[config.mk]
export PLATFORM = sky130hd
export DESIGN_NAME = pdve_ctrl
export DESIGN_NICKNAME = d
export VERILOG_FILES = /design/src/hw/rtl/pdve_pkg.sv /design/src/hw/rtl/pdve_ctrl.sv
export VERILOG_INCLUDE_DIRS = /design/src /design/src/hw/rtl
export SDC_FILE = /design/constraint.sdc
export NUM_CORES = 1
export LEC_CHECK = 0
export ABC_AREA = 0
export BUFFER_PORTS_ARGS = -buffer_cell sky130_fd_sc_hd__buf_2
export CAP_MARGIN = 5
export CORE_AREA = 4 4 41 43
export CTS_BUF_LIST = sky130_fd_sc_hd__clkbuf_16
export DETAILED_ROUTE_END_ITERATION = 16
export DIE_AREA = 0 0 45 47
export GPL_TIMING_DRIVEN = 0
export PLACE_DENSITY = 0.49
export SYNTH_ARGS = -nofsm -noshare
export SYNTH_HDL_FRONTEND = slang
export SYNTH_SLANG_ARGS = --single-unit
export TNS_END_PERCENT = 20
[constraint.sdc]
create_clock -name i_clk -period 2.3 [get_ports i_clk]
set_input_delay 0.115 -clock i_clk [delete_from_list [all_inputs] [get_ports i_clk]]
set_output_delay 0.115 -clock i_clk [all_outputs]
set_load 0.01 [all_outputs]
[src/hw/rtl/pose_differentiating_velocity_estimator_assert.svh]
// Assertion macros shared by the velocity estimator modules.
`ifndef POSE_DIFFERENTIATING_VELOCITY_ESTIMATOR_ASSERT_SVH
`define POSE_DIFFERENTIATING_VELOCITY_ESTIMATOR_ASSERT_SVH

// Implication checked on every clock edge outside reset.
`define PDVE_ASSERT_IMPL(label, clk, rst_n, ante, cons, msg) \
    label: assert property (@(posedge clk) disable iff (!rst_n) (ante) |-> (cons)) \
        else $error(msg);

// Next-cycle implication checked outside reset.
`define PDVE_ASSERT_NEXT(label, clk, rst_n, ante, cons, msg) \
    label: assert property (@(posedge clk) disable iff (!rst_n) (ante) |=> (cons)) \
        else $error(msg);

`endif

[src/hw/rtl/pdve_pkg.sv]
// Package with types and constants of the pose velocity estimator.
package pdve_pkg;

    localparam int unsigned PiQ13    = 25736;
    localparam int unsigned TwoPiQ13 = 51472;
    localparam logic [35:0] PiQ30    = 36'd3373259426;
    localparam logic [31:0] OneQ30   = 32'd1073741824;
    localparam logic [31:0] GapMinReset = 32'd1000;
    localparam logic [31:0] GapMaxReset = 32'd200000;
    localparam logic [19:0] UsPerSec = 20'd1000000;
    localparam logic [22:0] RateScale = 23'd8000000;

    // Register indexes on the configuration port.
    localparam logic [0:0] RegGapMin = 1'b0;
    localparam logic [0:0] RegGapMax = 1'b1;

    typedef enum logic [2:0] {
        t_ST_IDLE,
        t_ST_SETUP,
        t_ST_ITER,
        t_ST_FIX,
        t_ST_DIV,
        t_ST_DONE
    } t_state;

    // Commands from the controller to the datapath.
    typedef struct packed {
        logic load;
        logic setup;
        logic iter;
        logic fix;
        logic div_start;
        logic div_step;
        logic finish;
    } t_cmd;

    // Status from the datapath to the controller.
    typedef struct packed {
        logic gated;
        logic iter_last;
        logic div_last;
    } t_sts;

    // Q30 arctangent table for the CORDIC.
    function automatic logic [35:0] atan_q30(input logic [4:0] i);
        logic [31:0] v;
        begin
            unique case (i)
                5'd0: v = 32'd843314857;
                5'd1: v = 32'd497837829;
                5'd2: v = 32'd263043837;
                5'd3: v = 32'd133525159;
                5'd4: v = 32'd67021687;
                5'd5: v = 32'd33543516;
                5'd6: v = 32'd16775851;
                5'd7: v = 32'd8388437;
                5'd8: v = 32'd4194283;
                5'd9: v = 32'd2097149;
                5'd31: v = 32'd0;
                default: v = 32'd1 << (5'd30 - i);
            endcase
            atan_q30 = {4'd0, v};
        end
    endfunction

endpackage

[src/hw/rtl/pdve_ctrl.sv]
// Controller state machine sequencing the velocity datapath.
`include "pose_differentiating_velocity_estimator_assert.svh"

module pdve_ctrl (
    input  logic            i_clk,
    input  logic            i_rst_n,
    input  logic            i_in_valid,
    output logic            o_in_ready,
    output logic            o_out_valid,
    input  logic            i_out_ready,
    input  pdve_pkg::t_sts  i_sts,
    output pdve_pkg::t_cmd  o_cmd
);

    pdve_pkg::t_state r_state, n_state;

    // State register.
    always_ff @(posedge i_clk) begin
        if (!i_rst_n) begin
            r_state <= pdve_pkg::t_ST_IDLE;
        end else begin
            r_state <= n_state;
        end
    end

    // Next state.
    always_comb begin
        n_state = r_state;
        unique case (r_state)
            pdve_pkg::t_ST_IDLE: begin
                if (i_in_valid) n_state = pdve_pkg::t_ST_SETUP;
            end
            pdve_pkg::t_ST_SETUP: begin
                n_state = i_sts.gated ? pdve_pkg::t_ST_ITER : pdve_pkg::t_ST_DONE;
            end
            pdve_pkg::t_ST_ITER: begin
                if (i_sts.iter_last) n_state = pdve_pkg::t_ST_FIX;
            end
            pdve_pkg::t_ST_FIX: n_state = pdve_pkg::t_ST_DIV;
            pdve_pkg::t_ST_DIV: begin
                if (i_sts.div_last) n_state = pdve_pkg::t_ST_DONE;
            end
            pdve_pkg::t_ST_DONE: begin
                if (i_out_ready) n_state = pdve_pkg::t_ST_IDLE;
            end
            default: n_state = pdve_pkg::t_ST_IDLE;
        endcase
    end

    // Outputs.
    always_comb begin
        o_cmd = '0;
        o_in_ready = 1'b0;
        o_out_valid = 1'b0;
        unique case (r_state)
            pdve_pkg::t_ST_IDLE: begin
                o_in_ready = 1'b1;
                o_cmd.load = i_in_valid;
            end
            pdve_pkg::t_ST_SETUP: o_cmd.setup = 1'b1;
            pdve_pkg::t_ST_ITER: o_cmd.iter = 1'b1;
            pdve_pkg::t_ST_FIX: begin
                o_cmd.fix = 1'b1;
                o_cmd.div_start = 1'b1;
            end
            pdve_pkg::t_ST_DIV: o_cmd.div_step = 1'b1;
            pdve_pkg::t_ST_DONE: begin
                o_out_valid = 1'b1;
                o_cmd.finish = i_out_ready;
            end
            default: ;
        endcase
    end

    `PDVE_ASSERT_IMPL(a_ready_excl, i_clk, i_rst_n, o_in_ready, !o_out_valid, "ready while result held")
    `PDVE_ASSERT_NEXT(a_load_setup, i_clk, i_rst_n, o_cmd.load, r_state == pdve_pkg::t_ST_SETUP, "load not followed by setup")
    `PDVE_ASSERT_NEXT(a_done_hold, i_clk, i_rst_n, o_out_valid && !i_out_ready, o_out_valid, "result dropped")

endmodule

== Word level (Yosys, flattened, before mapping) ==
Index checks and enable logic that the tools add are counted.
Storage, ports and cells
  register bits: 3
  bits in latches: 0
  bits in writable memories: 0
  ROM bits: 0
  input bits: 7
  output and inout bits: 9
  memories kept: 0
Operators by class
  $add $sub $neg: 0
  multipliers: 0
  div/mod/pow operators: 0
  order comparisons: 0
  eq/ne operators: 9
  shift-type cells: 0
  multiplexer cells: 14
  bitwise operators: 0
  reductions and logical operators: 2
Operator list (number)
  3-bit case mux with 6 select lines: 1
  3-bit 2-to-1 mux: 5
  2-bit inequality test, second input constant: 4
  1-bit 2-to-1 mux: 7
  3-bit by 2-bit equality test with 1-bit output, second input constant: 2
  3-bit equality test, second input constant: 2
  4-bit AND reduction: 1
  3-bit by 1-bit equality test with 1-bit output, second input constant: 1
  3-bit logical NOT: 1
  2-bit 2-to-1 mux: 1

== Logic depth before layout (Yosys ltp) ==
Gate-level depths: netlist of run 1.
  word-level depth: 3
  gate-level depth with buffers: 5
  gate-level depth less buffers: 4

== Worst setup path after synthesis of run 1 ==
OpenSTA, ideal clock, no wires.
  path kind: reg-to-reg
  start point: register r_state[1]
  end point: register r_state[0]
  setup time: 117 ps
  arrival: 1053 ps
  required time: 2183 ps
  setup slack: 1130 ps
  stages on the path, launching flop included: 5
  buffers on the path: 1
  period minus slack after synthesis: 1170 ps
  cell sequence: dfxtp_1 -> buf_6 -> and2b_1 -> and2_1 -> a32o_2
On the way
  word-level cells in the longest chain between the ends: 3
RTL lines
  start, declared: RTL line pdve_ctrl.sv:15  | pdve_pkg::t_state r_state, n_state;
  start signal, assigned: RTL line pdve_ctrl.sv:20  | r_state <= pdve_pkg::t_ST_IDLE;
  start signal, assigned: RTL line pdve_ctrl.sv:22  | r_state <= n_state;
  3-bit by 2-bit equality test with 1-bit output, or another cell as far along: RTL line pdve_ctrl.sv:29  | unique case (r_state)
  2-bit inequality test (no source line)
  4-bit AND reduction (no source line)
Several ways; a longest one is shown, not always the timed one.
A chain may end at the register's enable or synchronous reset.

== Worst setup path in the final report of run 1 ==
  start point: register r_state[0]
  end point: output o_out_valid
On the way
  word-level cells in the longest chain between the ends: 2
RTL lines
  3-bit equality test: RTL line pdve_ctrl.sv:55  | unique case (r_state)
  1-bit 2-to-1 mux: RTL line pdve_ctrl.sv:55
  end, declared: RTL line pdve_ctrl.sv:9  | output logic o_out_valid,
No other way between the ends.

==> run summary, run 1 <==
WL/cell - 10.84 um
Die X - 45 um
initial antenna violation count - 0
Fmax - 0.7734 GHz
Worst-path clk slew - 0.03 ns
GR Util All Layers - 0.08682
CP Launch Type - register
adder-cell area share of the yosys netlist - 0
initial core utilization - 0.1990
clock buffer depth - 2
Routed Antenna Nets - 0
GR peak layer - met4
CP Capture Type - output port
post-synth top area cell - dfxtp_1
largest net degree at the start of global routing - 11
Yosys reg bits - 3
sequential standard cell area - 60.06 um2
GRT met3 Usage - 0.03448
# hold bufs at CTS - 0
vias in the first global route - 240
Post-Synth XOR/XNOR Area - 0
number of buffers and inverters on the critical path - 2
PortBufs - 15
Largest Register - r_state
max reg flops - 3
largest family of logic cells by synthesized area - simple AND/OR/NAND/NOR gates
Die H - 47 um
CORE AREA - 1301 um2
global-route wire length before repair - 1.110 mm
number of synthesized flops with an enable pin - 0
Final #Nets - 61
Seq/Total Area, Yosys - 0.2319
Worst Skew - 0.003354 ns
Yosys cell types - 20
Via-to-Cell Ratio - 4.206
Leak - 0.2421 nW
H-tree levels - 1
RSZ-0062 raised after global routing - false
number of synthesis warnings - 0
worst slew pin tran - 0.1981 ns
power per cell area - 1057 nW/um2
final setup fails - 0
total grt overflow - 0
worst vdd ir - 0.4781 mV
row count - 13
top_reg_cell synth - dfxtp_1
I/O pins - 16
Mapped Cells - 34
CP top delay family - simple AND/OR/NAND/NOR gates
Syn Nets - 41
setup repair bufs after CTS - 0
cts bufs inserted - 3
worst-skew pair later-pin latency - 0.22 ns
FF-to-FF setup slack - 1.07 ns
crit path DAT - 1.18 ns
Filler cells - 149
largest cells by area after synthesis - dfxtp_1, and2_1, nor2b_1
crit path max fanout - 10
area of the multi-input gates - 158.9 um2
crit share post-route - 0.5621
dpl hpwl - 512.3 um
First-pass DRT Iterations - 2
fin crit period - 1.293 ns
Pins Over Slew Limit - 0
multiplexer share of the synthesized area - 0
drc violations - 0
DRT Wirelength - 737 um
CP dominant cell by count - buf_2
setup_tns - 0 ns
Root Driver - clkbuf_16
CP Cell Sequence - buf_2, and2b_1, and2_1, buf_2
Netlist Area Pre-Place - 259.0 um2
met1 usage - 0.09297
slowest stage delay, CP - 0.29 ns
hold crit path type - in2reg
share of the synthesized area in the top cell type - 0.2319
number of cells upsized or downsized after cts - 0
final hold vios - 0
Area growth, synth to finish - 66.67%
CP max stage cell - dfxtp_1
vias - 286
Hold Slack - 0.1578 ns
die area - 2115 um2
Antenna Cells - 0
top cells by instance count after synthesis - and2_1, dfxtp_1, inv_1, nor2b_1, o21ai_0
Largest regs - r_state x3
initial drt markers - 4
outcome - complete, no violations
WP data required - 2.18 ns
Syn Area/Cell - 7.618 um2
Final Util - 0.3317
Async SR Flop Fraction - 0
CTS tree - done
synthesized-area fraction occupied by and/or/nand/nor cells - 0.4300
share of layout cells above drive strength 1 - 0.4528
Rel. slew slack - 0.8677
CTS sink count - 3
RD Place Congestion - 0.6672
Setup CP Type - reg2out
max cap viols - 0
M2 GR Usage - 0.1017
compound-cell area share of the yosys netlist - 0.1836
[cells in the final DEF, fill, tap and decap left out]
cell type / instances
nor3b_1: 2
o221a_1: 1
nand3b_1: 1
buf_4: 1
nor2_2: 1
and2_1: 3
a21oi_1: 2
nand2_1: 2
inv_1: 4
and3_1: 1
clkbuf_16: 3
nor3_1: 1
a32o_2: 1
buf_2: 17
dfxtp_1: 3
buf_6: 1
nor2b_1: 3
and3b_1: 1
or4b_1: 1
and2b_1: 1
o21ai_0: 3
[path summary, 6_finish.rpt]
kind | cells after the start | to | startpoint
setup / recovery | 4 | o_out_valid | r_state[0]$_SDFFE_PN0P_
setup reg to reg | 5 | r_state[0]$_SDFFE_PN0P_ | r_state[2]$_SDFFE_PN0P_
hold reg to reg | 2 | r_state[1]$_SDFFE_PN0P_ | r_state[2]$_SDFFE_PN0P_
hold / removal | 2 | r_state[2]$_SDFFE_PN0P_ | i_rst_n
[per-stage QoR]
| step | setup WS (ns) | instance area [um2] | instances | power (mW) |
|---|---|---|---|---|
| 3_5_place_dp | 1.064 | 352.8 | 64 | 0.1879 |
| 6_report | 1.007 | 431.7 | 68 | 0.4564 |
| 3_3_place_gp | 1.055 | 352.8 | 64 | 0.1869 |
| 4_1_cts | 0.9982 | 431.7 | 68 | 0.4644 |
| 2_1_floorplan | 1.130 | 259.0 | 34 | 0.1486 |
| 5_1_grt | 0.9212 | 431.7 | 68 | 0.4854 |
[cells by family (layout without fill, tap and decap cells)]
group	after synthesis	after routing
compound gates	7	7
simple gates	17	17
flops	3	3
buf+inv	7	26
[worst register-to-register path, delay by kind of cell (launching register included)]
family	cells	cell delay, ns
AO/OA/AOI/OAI	2	0.47
flip-flops	1	0.29
AND/OR/NAND/NOR	2	0.19
buffers and inverters	1	0.17
[final cells by class]
| cell class | instances | share of cell area |
|---|---|---|
| Clock inverter | 1 | 0.008696 |
| Sequential cell | 3 | 0.1391 |
| Tap cell | 15 | 0.04348 |
| Clock buffer | 3 | 0.1739 |
| Buffer | 4 | 0.06667 |
| Timing Repair Buffer | 15 | 0.1739 |
| Multi-Input combinational cell | 24 | 0.3681 |
| Inverter | 3 | 0.02609 |
[power by group]
group          total, mW  switching [mW]  leakage [nW]  internal [mW]
Clock              0.270          0.0457        0.0423          0.224
Sequential        0.0633         0.00235        0.0246         0.0610
Combinational      0.123          0.0661         0.175         0.0574
[per-layer routing]
metal	part of all wire	vias up
li1	-	153
met1	0.44	115
met2	0.39	14
met3	0.098	4
met4	0.072	0
met5	0	-
Note: power is estimated with default switching activity, not from simulation.
==> run 2: changes to the inputs <==
==> constraint.sdc (replaced) <==
create_clock -name i_clk -period 1.24 [get_ports i_clk]
set_input_delay 0.062 -clock i_clk [delete_from_list [all_inputs] [get_ports i_clk]]
set_output_delay 0.062 -clock i_clk [all_outputs]
set_load 0.01 [all_outputs]
==> run 2 against run 1 <==
Cell count grew 1.5%. Design area grew 8.4%. First-iteration DRC count grew 100%. Utilization grew 2.8 points. Global-route usage is the same. Die area is the same. Count of clock-buffer cells in the layout is the same. Wire length grew 5.4%. Critical endpoint is now r_state[0]$_SDFFE_PN0P_. Highest routed layer unchanged.
==> run summary, run 2 (synthesis results as in run 1) <==
max reg flops - 3
CORE AREA - 1301 um2
Root Driver - clkbuf_16
H-tree levels - 1
Leak - 0.2544 nW
Inst Count DP - 64
row count - 13
cts bufs inserted - 3
clock buffer depth - 2
CTS tree - done
power per cell area - 1903 nW/um2
outcome - complete, no violations
Largest Register - r_state
largest net degree at the start of global routing - 11
Pins Over Slew Limit - 0
sw frac - 0.2574
CTS sink count - 3
FF-to-FF setup slack - 0.01 ns
dpl hpwl - 512.3 um
Area growth, synth to finish - 80.68%
Layout Cells excl Fill - 69
global-route wire length before repair - 1.110 mm
Worst Slack Setup Final - 0.009977 ns
Hold Slack - 0.1039 ns
most frequent cells in the layout - buf_2, buf_6, inv_1
WL/cell - 11.26 um
worst slew pin tran - 0.1844 ns
I/O pins - 16
PortBufs - 15
share of layout cells above drive strength 1 - 0.5185
max cap viols - 0
FF-to-FF End - r_state[0]$_SDFFE_PN0P_
crit share post-route - 0.9920
Largest regs - r_state x3
Worst-path clk slew - 0.03 ns
final setup fails - 0
initial drt markers - 8
vias - 297
CP Launch Type - register
Antenna Cells - 0
total grt overflow - 0
final hold vios - 0
RSZ-0062 raised after global routing - true
Sequential Power Share - 0.138
# hold bufs at CTS - 0
Sw Pwr - 0.2293 mW
r2r worst-path depth - 4
most common cell after layout, fill and taps aside - buf_2
initial antenna violation count - 0
Final #Nets - 62
CP startpoint - r_state[1]$_SDFFE_PN0P_
RD Place Congestion - 0.6672
fin crit period - 1.230 ns
drc violations - 0
end of the critical path - r_state[0]$_SDFFE_PN0P_
clock share of power - 0.569
Setup CP Type - reg2reg
First-pass DRT Iterations - 4
DRT Wirelength - 777 um
CP Capture Type - register
Die H - 47 um
die area - 2115 um2
worst r2r src - r_state[1]$_SDFFE_PN0P_
Comb power frac - 0.293
DP Worst Slack - 0.004007 ns
Die X - 45 um
Worst Skew - 0.003961 ns
crit path DAT - 1.40 ns
Fmax - 0.8130 GHz
worst vdd ir - 0.7866 mV
hold crit path type - in2reg
setup repair bufs after CTS - 0
GR Util All Layers - 0.08682
initial core utilization - 0.1990
Routed Antenna Nets - 0
crit path max fanout - 5
worst-skew pair later-pin latency - 0.23 ns
Rel. slew slack - 0.8761
WP data required - 1.41 ns
vias in the first global route - 240
Internal - 0.6614 mW
Via-to-Cell Ratio - 4.304
## run 2: worst min-delay path by stage
| stage | slack (ns) | end | from | depth (start not counted) |
|---|---|---|---|---|
| 5_1_grt | 0.12 | r_state[2]$_SDFFE_PN0P_ | i_rst_n | 2 |
| 3_3_place_gp | 0.33 | r_state[2]$_SDFFE_PN0P_ | i_rst_n | 2 |
| 4_1_cts | 0.10 | r_state[2]$_SDFFE_PN0P_ | i_rst_n | 2 |
| 6_report | 0.10 | r_state[2]$_SDFFE_PN0P_ | i_rst_n | 2 |
| 2_1_floorplan | 0.18 | r_state[2]$_SDFFE_PN0P_ | i_rst_n | 1 |
| 3_5_place_dp | 0.33 | r_state[2]$_SDFFE_PN0P_ | i_rst_n | 2 |
## run 2: worst max-delay path, cell delays in order (launching register included)
cell,delay [ns]
dfxtp_2,0.31
buf_2,0.14
or4b_1,0.48
nand3b_1,0.11
a32o_2,0.12
## run 2: layout make-up
type                            instances  area (um2)
Fill cell                             147       833.3
Multi-Input combinational cell         24       170.2
Timing Repair Buffer                   16       86.33
Clock buffer                            3       75.07
Sequential cell                         3       61.31
Buffer                                  4       41.29
Tap cell                               15       18.77
Inverter                                3       11.26
Clock inverter                          1       3.754
## run 2: power groups by stage
stage | Sequential, mW | Combinational (mW) | Clock [mW]
floorplan | 0.118 | 0.158 | 0
global placement | 0.118 | 0.228 | 0
detailed placement | 0.119 | 0.230 | 0
CTS | 0.118 | 0.234 | 0.512
global route | 0.123 | 0.286 | 0.529
finish | 0.123 | 0.261 | 0.507
## run 2: routing by layer
layer  wire, um  track usage  up-vias  share of wire
li1           -            -      155              -
met1        316      0.09297      123           0.41
met2        339       0.1017       14           0.44
met3         71      0.03448        5          0.091
met4         50       0.1404        0          0.064
met5          0            0        -              0
## run 2: what timing repair did
action	CTS	global route
pin swaps	0	3
endpoints found under the setup margin	3	5
resized for setup	1	9
cloned	0	1
## run 2: stage by stage
stage / setup TNS [ns] / power [mW] / utilization / area, um2
floorplan: 0 / 0.2756 / - / 259.0
global placement: -0.005228 / 0.3467 / 0.2712 / 352.8
detailed placement: 0 / 0.3485 / 0.2712 / 352.8
CTS: 0 / 0.8642 / 0.3337 / 434.2
global route: -0.04476 / 0.9383 / 0.3596 / 467.9
finish: 0 / 0.8907 / 0.3596 / 467.9
